## src/rtl/rewa_pkg.sv

```systemverilog
`timescale 1ns / 1ps

package rewa_pkg;

    localparam int SAMPLE_W       = 32;
    localparam int AGE_W          = 16;
    localparam int WLEN_W         = 11;
    localparam int CFG_IDX_W      = 1;
    localparam int MAX_WINDOW_DEF = 1024;

    localparam logic [AGE_W-1:0]  AGE_LIMIT  = 16'hFFFF;
    localparam logic [WLEN_W-1:0] WLEN_RESET = 11'd20;

    // configuration register indexes
    localparam logic [CFG_IDX_W-1:0] REG_WINDOW_LENGTH = 1'b0;
    localparam logic [CFG_IDX_W-1:0] REG_FIND_MINIMUM  = 1'b1;

    typedef enum logic [1:0] {
        ST_IDLE,
        ST_UPDATE,
        ST_SCAN,
        ST_RESULT
    } state_t;

    // controller to datapath
    typedef struct packed {
        logic capture;
        logic update;
        logic scan;
        logic emit;
    } dp_cmd_t;

    // datapath to controller
    typedef struct packed {
        logic need_scan;
        logic scan_done;
        logic out_free;
    } dp_stat_t;

endpackage

```

## src/rtl/rewa_ctrl.sv

```systemverilog
`timescale 1ns / 1ps

module rewa_ctrl (
    input  logic               clk,
    input  logic               rst_n,
    input  logic               in_valid,
    output logic               in_ready,
    input  rewa_pkg::dp_stat_t stat,
    output rewa_pkg::dp_cmd_t  cmd
);

    import rewa_pkg::*;

    state_t state_reg;
    state_t state_next;

    always_ff @(posedge clk or negedge rst_n)
    begin
        if (!rst_n)
        begin
            state_reg <= ST_IDLE;
        end
        else
        begin
            state_reg <= state_next;
        end
    end

    always_comb
    begin
        state_next = state_reg;
        unique case (state_reg)
            ST_IDLE:
            begin
                if (in_valid)
                begin
                    state_next = ST_UPDATE;
                end
            end
            ST_UPDATE:
            begin
                state_next = stat.need_scan ? ST_SCAN : ST_RESULT;
            end
            ST_SCAN:
            begin
                if (stat.scan_done)
                begin
                    state_next = ST_RESULT;
                end
            end
            ST_RESULT:
            begin
                if (stat.out_free)
                begin
                    state_next = ST_IDLE;
                end
            end
            default:
            begin
                state_next = ST_IDLE;
            end
        endcase
    end

    always_comb
    begin
        in_ready    = 1'b0;
        cmd         = '0;
        unique case (state_reg)
            ST_IDLE:
            begin
                in_ready    = 1'b1;
                cmd.capture = in_valid;
            end
            ST_UPDATE:
            begin
                cmd.update = 1'b1;
            end
            ST_SCAN:
            begin
                cmd.scan = 1'b1;
            end
            ST_RESULT:
            begin
                cmd.emit = stat.out_free;
            end
            default:
            begin
                cmd = '0;
            end
        endcase
    end

endmodule

```

## config.mk

```make
export PLATFORM = sky130hd
export DESIGN_NAME = rewa_ctrl
export DESIGN_NICKNAME = d
export VERILOG_FILES = /design/src/rtl/rewa_pkg.sv /design/src/rtl/rewa_ctrl.sv
export SDC_FILE = /design/constraint.sdc
export NUM_CORES = 1
export LEC_CHECK = 0
export BUFFER_PORTS_ARGS = -buffer_cell sky130_fd_sc_hd__buf_2
export CORE_AREA = 8 8 45 47
export CTS_CLUSTER_DIAMETER = 100
export CTS_CLUSTER_SIZE = 20
export DETAILED_ROUTE_END_ITERATION = 16
export DIE_AREA = 0 0 53 55
export GPL_ROUTABILITY_DRIVEN = 0
export GPL_TIMING_DRIVEN = 0
export SKIP_CTS_REPAIR_TIMING = 1
export SLEW_MARGIN = 20
export SYNTH_ARGS = -nofsm -noshare
export SYNTH_HDL_FRONTEND = slang
export SYNTH_SLANG_ARGS = --single-unit
```

## constraint.sdc

```tcl
create_clock -name clk -period 2.95 [get_ports clk]
set_clock_uncertainty 0.05 [all_clocks]
set_input_delay 0.59 -clock clk [delete_from_list [all_inputs] [get_ports clk]]
set_output_delay 0.59 -clock clk [all_outputs]
set_load 0.01 [all_outputs]
```

==> impl_metrics.tcl, run 1 <==
set metrics [dict create \
    total_leakage_power_nw 0.155 \
    max_freq_mhz 532 \
    via_count 169 \
    initial_core_util 0.141 \
    fillers 166 \
    num-nets-final 44 \
    grt_antenna_before_repair 0 \
    critical-path-slowest-cell "dfrtp_1" \
    wl_per_cell_um 8.85 \
    finalHoldViolations 0 \
    via_per_inst 3.52 \
    timing.hold.ws_ns 0.0936 \
    ys_types 11 \
    tns_ns 0 \
    fp.dieH_um 55 \
    final_cell_area_um2 288 \
    crit_start "state_reg[0]" \
    slew_viol_final 0 \
    cts_root_buffer "clkbuf_4" \
    cp_slowest_stage_delay_ns 0.42 \
    drt_wl_total_um 425 \
    cp_max_fo 6 \
    dieArea_um2 2920 \
    netlist_instances 19 \
    clk_pin_slew_ns 0.03 \
    cp_cell_sequence "inv_1 > ha_1 > and2_1 > buf_2" \
    grt_pass1_vias 189 \
    ant_nets 0 \
    power.total_uw 302 \
    cap_violations 0 \
    regArea_um2 50.0 \
    ys_ff_latch 2 \
    synth_area_um2 195 \
    gr-total-overflow 0 \
    synth_fp_nets 29 \
    numCtsBuffers 3 \
    cts.path.max_buffers 2 \
    synth_seq_area_share 0.256 \
    worstPathRequired_ns 2.31 \
    worstMarginPinSlew_ns 0.170 \
    arrival_ns 1.24 \
    worst-setup-path-type "reg2out" \
    drc 0 \
    first_pass_iters 2 \
    powerDensity_nw_per_um2 1050 \
    rsz0062_at_grt "false" \
    finalSetupViolCount 0 \
    crit_family "flip-flops" \
    grt_pass1_wl_um 724 \
    multiInputGateArea_um2 138 \
    io_buffers 10 \
    slew_headroom 0.885 \
    area_delta_synth_final_pct 47.4 \
    grt.total_usage 0.0383 \
    clkSinkCount 2 \
    core_um2 1380 \
    grt_max_degree 7 \
    critPathLaunchType "flip-flop" \
    htreeDepth 1 \
    ios 11 \
    postSynthAreaPerCell_um2 10.3 \
    rows 14 \
    period_needed_ns 1.88 \
    timing.final.crit_share 0.637 \
    cts_tree "done" \
    largest_register_ffs 2 \
    num_antenna_cells 0 \
    ys_warn_count 0 \
    endpoint_kind "output pin" \
    clock_latency_ns 0.22 \
    first_iter_violations 3 \
    drive_gt1_frac 0.531 \
    die_w_um 53 \
    dpl_cell_area_um2 265 \
    status "complete, no violations" \
    crit_buf_inv 2 \
    ir_worst_vdd_mv 0.189 \
    hold_class "in2async" \
    reg2reg_from "state_reg[0]" \
]
report_power, final:
| group | internal (mW) | total [mW] | switching, mW |
|---|---|---|---|
| Combinational | 0.101 | 0.177 | 0.0767 |
| Sequential | 0.0437 | 0.0646 | 0.0209 |
| Clock | 0.0449 | 0.0602 | 0.0153 |
| Total | 0.189 | 0.302 | 0.113 |
metal layers:
layer	wire length, um	share of wire	global-route usage
met1	143	0.34	0.0304
met5	0	0	0
met2	240	0.56	0.0547
met3	41	0.096	0.0107
met4	0	0	0.0776
final cells by class:
cell class,instances,share of cell area
sequential,2,0.174
inverter,2,0.0261
timing repair buffer,10,0.174
multi-input combinational,15,0.478
tap,16,0.0696
clock buffer,3,0.0783
metrics by stage:
stage | std cells | util | setup slack [ns]
3_5_place_dp | 45 | 0.192 | 1.29
5_1_grt | 48 | 0.208 | 0.947
6_report | 48 | 0.208 | 1.07
4_1_cts | 48 | 0.208 | 1.04
2_1_floorplan | 19 | - | 1.39
3_3_place_gp | 45 | 0.192 | 1.30
cell usage in the layout, fill, tap and decap left out, drive strengths merged:
master  count
inv         2
nand2b      4
and2        2
a41oi       1
and3        1
dfrtp       2
nor2        1
ha          4
clkbuf      3
o22a        1
buf        10
mux2        1
cells in the mapped netlist (all sizes together):
master | instances | share of area
and3 | 1 | 0.058
ha | 4 | 0.26
a41oi | 1 | 0.045
dfrtp | 2 | 0.26
mux2 | 1 | 0.077
nor2 | 1 | 0.019
nand2b | 4 | 0.13
inv | 2 | 0.038
and2 | 2 | 0.071
o22a | 1 | 0.051
logic make-up after synthesis:
family / Yosys count / share of synthesized area
and+or+nand+nor: 8 / 0.276
adders and majority gates: 4 / 0.256
AOI/OAI and AO/OA: 2 / 0.0962
buffers and inverters: 2 / 0.0385
DFF: 2 / 0.256
muxes: 1 / 0.0769
worst paths after layout:
| kind | to | slack [ns] | depth (start not counted) |
|---|---|---|---|
| max | cmd[3] | 1.07 | 4 |
| min | state_reg[0] | 0.09 | 1 |
| max reg2reg | state_reg[1] | 1.47 | 5 |
| min reg2reg | state_reg[0] | 0.56 | 1 |
| max in group asynchronous | state_reg[1] | 2.66 | 1 |
| min in group clk | state_reg[0] | 0.56 | 1 |
worst reg2reg max path, cell delays in order (launching register included):
cell      delay (ns)
dfrtp_1         0.42
inv_1           0.09
ha_1            0.24
nand2b_1        0.08
and3_4          0.19
mux2_4          0.29
Power figures use the tool's default switching activity.
==> run 2, diff against run 1 <==
- clock period: 2.95 -> 1.9 ns (I/O delays scaled with it)
==> run 2 against run 1 <==
Non-clock buffer count grew 1; clock power up 56%; routed wire length rose by 0.47%; flip-flop and latch count did not move; first-iteration DRC count is the same; sequential share of layout area decreased by 0.58 points.
==> impl_metrics.tcl, run 2 (same netlist as run 1, synthesis figures left out) <==
set metrics [dict create \
    status "complete, no violations" \
    grt_antenna_before_repair 0 \
    finalSetupViolCount 0 \
    rsz0062_at_grt "false" \
    timing.final.crit_share 0.880 \
    worstPathRequired_ns 1.47 \
    rows 14 \
    via_count 173 \
    wl_met3_um 41 \
    crit_start "state_reg[0]" \
    finalHoldViolations 0 \
    critical-path-slowest-cell "dfrtp_1" \
    layout_common_cells "10 x buf_2, 4 x nand2b_1, 4 x ha_1" \
    core_um2 1380 \
    met1Wirelength_um 146 \
    period_needed_ns 1.67 \
    cts.path.max_buffers 2 \
    hold_class "in2async" \
    worst-setup-path-type "reg2out" \
    drc 0 \
    drt_wl_total_um 427 \
    reg2reg_from "state_reg[0]" \
    slew_headroom 0.885 \
    htreeDepth 1 \
    clk_pin_slew_ns 0.03 \
    io_buffers 10 \
    grt_max_degree 7 \
    fillers 167 \
    total_leakage_power_nw 0.159 \
    critPathLaunchType "flip-flop" \
    dieArea_um2 2920 \
    power.total_uw 471 \
    first_pass_iters 2 \
    powerDensity_nw_per_um2 1580 \
    worstMarginPinSlew_ns 0.170 \
    first_iter_violations 3 \
    numCtsBuffers 3 \
    place_ws_ns 0.415 \
    wl_met2_um 239 \
    arrival_ns 1.24 \
    via_per_inst 3.53 \
    grt.total_usage 0.0383 \
    wl_per_cell_um 8.71 \
    fin_ws_ns 0.229 \
    initial_core_util 0.141 \
    largest_register_ffs 2 \
    cts_tree "done" \
    cp_max_fo 6 \
    area_delta_synth_final_pct 52.6 \
    cts_root_buffer "clkbuf_4" \
    tns_ns 0 \
    crit_buf_inv 2 \
    ant_nets 0 \
    cp_slowest_stage_delay_ns 0.42 \
    die_w_um 53 \
    clock_latency_ns 0.22 \
    clkSinkCount 2 \
    ios 11 \
    layout_commonest_cell "buf_2" \
    highest_layer "met3" \
    slew_viol_final 0 \
    endpoint_kind "output pin" \
    num_antenna_cells 0 \
    crit_family "flip-flops" \
    cp_cell_sequence "inv_1 > ha_1 > and2_1 > buf_2" \
    num-nets-final 45 \
    drive_gt1_frac 0.515 \
    gr-total-overflow 0 \
    fp.dieH_um 55 \
    cap_violations 0 \
    max_freq_mhz 598 \
    ir_worst_vdd_mv 0.293 \
    grt_pass1_wl_um 724 \
    grt_pass1_vias 189 \
]
==> run 2: changes by cell type in the layout (fill, tap and decap cells not counted), sizes merged <==
cell	previous run	this run
dlygate4sd3	0	1
==> run 2: metal layers <==
layer / up-vias / track usage
met5: - / 0
met2: 5 / 0.0547
li1: 91 / -
met4: 0 / 0.0776
met3: 0 / 0.0107
met1: 77 / 0.0304
==> run 2: worst paths after layout <==
path                       slack [ns]  cells past startpoint           end
min in group clk                 0.56                      1  state_reg[0]
setup / recovery                 0.23                      4        cmd[3]
setup reg to reg                 0.42                      5  state_reg[1]
hold reg to reg                  0.56                      1  state_reg[0]
max in group asynchronous        1.27                      2  state_reg[1]
hold / removal                   0.43                      2  state_reg[0]
==> run 2: where the power goes <==
group          total (mW)  internal [mW]  switching [mW]  leakage (nW)
combinational       0.277          0.158           0.119         0.122
clock              0.0938         0.0697          0.0241        0.0138
sequential          0.100         0.0678          0.0325        0.0232
==> run 2: stage by stage <==
step | cell area (um^2) | std cells | hold slack, ns | util
6_report | 298 | 49 | 0.432 | 0.215
2_1_floorplan | 195 | 19 | 0.0344 | -
4_1_cts | 288 | 48 | -0.127 | 0.208
3_5_place_dp | 265 | 45 | 0.116 | 0.192
3_3_place_gp | 265 | 45 | 0.115 | 0.192
5_1_grt | 298 | 49 | 0.423 | 0.215
==> run 2: final cells by class <==
| type | instances | area [um^2] | share of cell area |
|---|---|---|---|
| multi-input combinational | 15 | 138 | 0.462 |
| clock buffer | 3 | 22.5 | 0.0756 |
| timing repair buffer | 11 | 60.1 | 0.202 |
| sequential | 2 | 50.0 | 0.168 |
| tap | 16 | 20.0 | 0.0672 |
| inverter | 2 | 7.51 | 0.0252 |
==> run 3, diff against run 2 <==
- ABC_AREA: default -> 1
==> run 3 against run 2 <==
Die area did not move; first-iteration DRC count stayed put; flip-flop and latch count did not move; hold slack got worse by 0.018 ns; power rose by 3.8%; register-to-register slack improved by 0.26 ns; area after synthesis rose by 17%; setup slack better by 0.042 ns; global-route usage down 0.055 points; combinational power grew 8.3%; cell count grew 29%.
==> impl_metrics.tcl, run 3 <==
set metrics [dict create \
    die_w_um 53 \
    largest_register_ffs 2 \
    cp_slowest_stage_delay_ns 0.41 \
    rr_worst_depth 6 \
    layout_commonest_cell "buf_2" \
    worstPathRequired_ns 1.47 \
    num-nets-final 59 \
    use_met3 0.0321 \
    dpl_cell_area_um2 298 \
    num_antenna_cells 0 \
    drt_wl_total_um 456 \
    cts.path.max_buffers 2 \
    reg2reg_slack_ns 0.68 \
    critical-path-slowest-cell "dfrtp_1" \
    postSynthAreaPerCell_um2 6.90 \
    synth_seq_area_share 0.220 \
    ys_warn_count 0 \
    grt.total_usage 0.0377 \
    timing.final.crit_share 0.858 \
    synth_top_cell_by_area "dfrtp_1" \
    rsz0062_at_grt "false" \
    dieArea_um2 2920 \
    cap_violations 0 \
    seqPwrFrac 0.196 \
    reg2reg_from "state_reg[0]" \
    p_sw_frac 0.460 \
    core_um2 1380 \
    finalSetupViolCount 0 \
    hold_class "in2async" \
    critPathLaunchType "flip-flop" \
    powerDensity_nw_per_um2 1480 \
    via_per_inst 3.54 \
    busiest_layer "met2" \
    cts_root_buffer "clkbuf_4" \
    ios 11 \
    grt_pass1_wl_um 765 \
    total_leakage_power_nw 0.228 \
    grt_max_degree 6 \
    first_pass_iters 2 \
    clock_power_share 0.190 \
    synth.area.top_cells "dfrtp_1 22%, ha_1 22%, inv_1 15%" \
    initial_core_util 0.165 \
    cp_max_fo 5 \
    max_freq_mhz 614 \
    synth_fp_nets 43 \
    numCtsBuffers 3 \
    drc 0 \
    period_needed_ns 1.63 \
    p_switching_uw 225 \
    layout_common_cells "10 x buf_2, 9 x inv_1, 9 x nand2_1" \
    netlist_instances 33 \
    power.total_uw 489 \
    via_count 223 \
    cp_cell_sequence "inv_1 > ha_1 > nand2_1 > inv_1 > buf_2" \
    gr-usage-met1 0.0258 \
    slew_headroom 0.894 \
    finalHoldViolations 0 \
    grtUsageMet2 0.0605 \
    fp.dieH_um 55 \
    clock_latency_ns 0.22 \
    rows 14 \
    cts_tree "done" \
    wl_per_cell_um 7.24 \
    ys_types 9 \
    arrival_ns 1.20 \
    async_flop_share 1.00 \
    crit_top_cell "inv_1" \
    worstMarginPinSlew_ns 0.159 \
    gr-total-overflow 0 \
    ir_worst_vdd_mv 0.475 \
    synth_edf_count 0 \
    first_iter_violations 3 \
    synth_top_flop_cell "dfrtp_1" \
    ant_nets 0 \
    drive_gt1_frac 0.404 \
    status "complete, no violations" \
    clk_pin_slew_ns 0.03 \
    htreeDepth 1 \
    synth_common_cells "9 x inv_1, 9 x nand2_1, 4 x ha_1" \
    grt_antenna_before_repair 0 \
    p_int_uw 264 \
    r2r-end "state_reg[0]" \
    slew_viol_final 0 \
    final_cell_area_um2 330 \
    ys_ff_latch 2 \
    yosysTopAreaCellShare 0.220 \
    hpwl_um 410 \
    io_buffers 10 \
    tns_ns 0 \
    p_comb_frac 0.614 \
    grt_pass1_vias 222 \
    area_delta_synth_final_pct 45.1 \
    synth_area_um2 228 \
    clkSinkCount 2 \
    endpoint_kind "output pin" \
    worst-setup-path-type "reg2out" \
]
==> run 3: power groups by stage <==
stage	Combinational [mW]	Sequential [mW]	Clock [mW]
finish	0.300	0.0959	0.0930
detailed placement	0.310	0.0970	0
global route	0.346	0.0997	0.101
floorplan	0.230	0.0901	0
global placement	0.304	0.0960	0
CTS	0.311	0.0965	0.101
==> run 3: critical path, delay by kind of cell (launching register included) <==
| family | cells | cell delay [ns] |
|---|---|---|
| adders and majority gates | 1 | 0.23 |
| buffers and inverters | 3 | 0.28 |
| and+or+nand+nor | 1 | 0.06 |
| DFF | 1 | 0.41 |
==> run 3: area by class of cell <==
cell class	instances	area, um^2
repair buffers	11	60.1
inverters	10	37.5
multi-input cells	21	140
clock buffers	3	22.5
well taps	16	20.0
fillers	165	1050
flip-flops and latches	2	50.0
==> run 3: worst max path at each step <==
stage,from,endpoint,slack (ns),cells after the start
after detailed placement,state_reg[0],cmd[3],0.49,5
after global routing,state_reg[0],cmd[3],0.14,5
after global placement,state_reg[0],cmd[3],0.50,5
final,state_reg[0],cmd[3],0.27,5
after floorplan,state_reg[0],cmd[3],0.56,4
after CTS,state_reg[0],cmd[3],0.24,5
==> run 3: cell families after synthesis <==
| family | after synthesis | share of synthesized area |
|---|---|---|
| AND/OR/NAND/NOR | 17 | 0.396 |
| buffers and inverters | 10 | 0.165 |
| adder cells (fa/ha/maj) | 4 | 0.220 |
| flip-flops | 2 | 0.220 |
==> run 3: metal layers <==
layer	part of all wire	vias to the layer above
met4	0	0
li1	-	121
met2	0.50	6
met1	0.35	96
met3	0.14	0
met5	0	-
==> run 3: metrics by stage <==
stage	setup slack (ns)	utilization	instances	hold WS, ns
finish	0.270	0.239	63	0.414
global route	0.139	0.239	63	0.416
CTS	0.238	0.231	62	-0.126
detailed placement	0.485	0.215	59	0.116
global placement	0.504	0.215	59	0.115
floorplan	0.563	-	33	0.0344
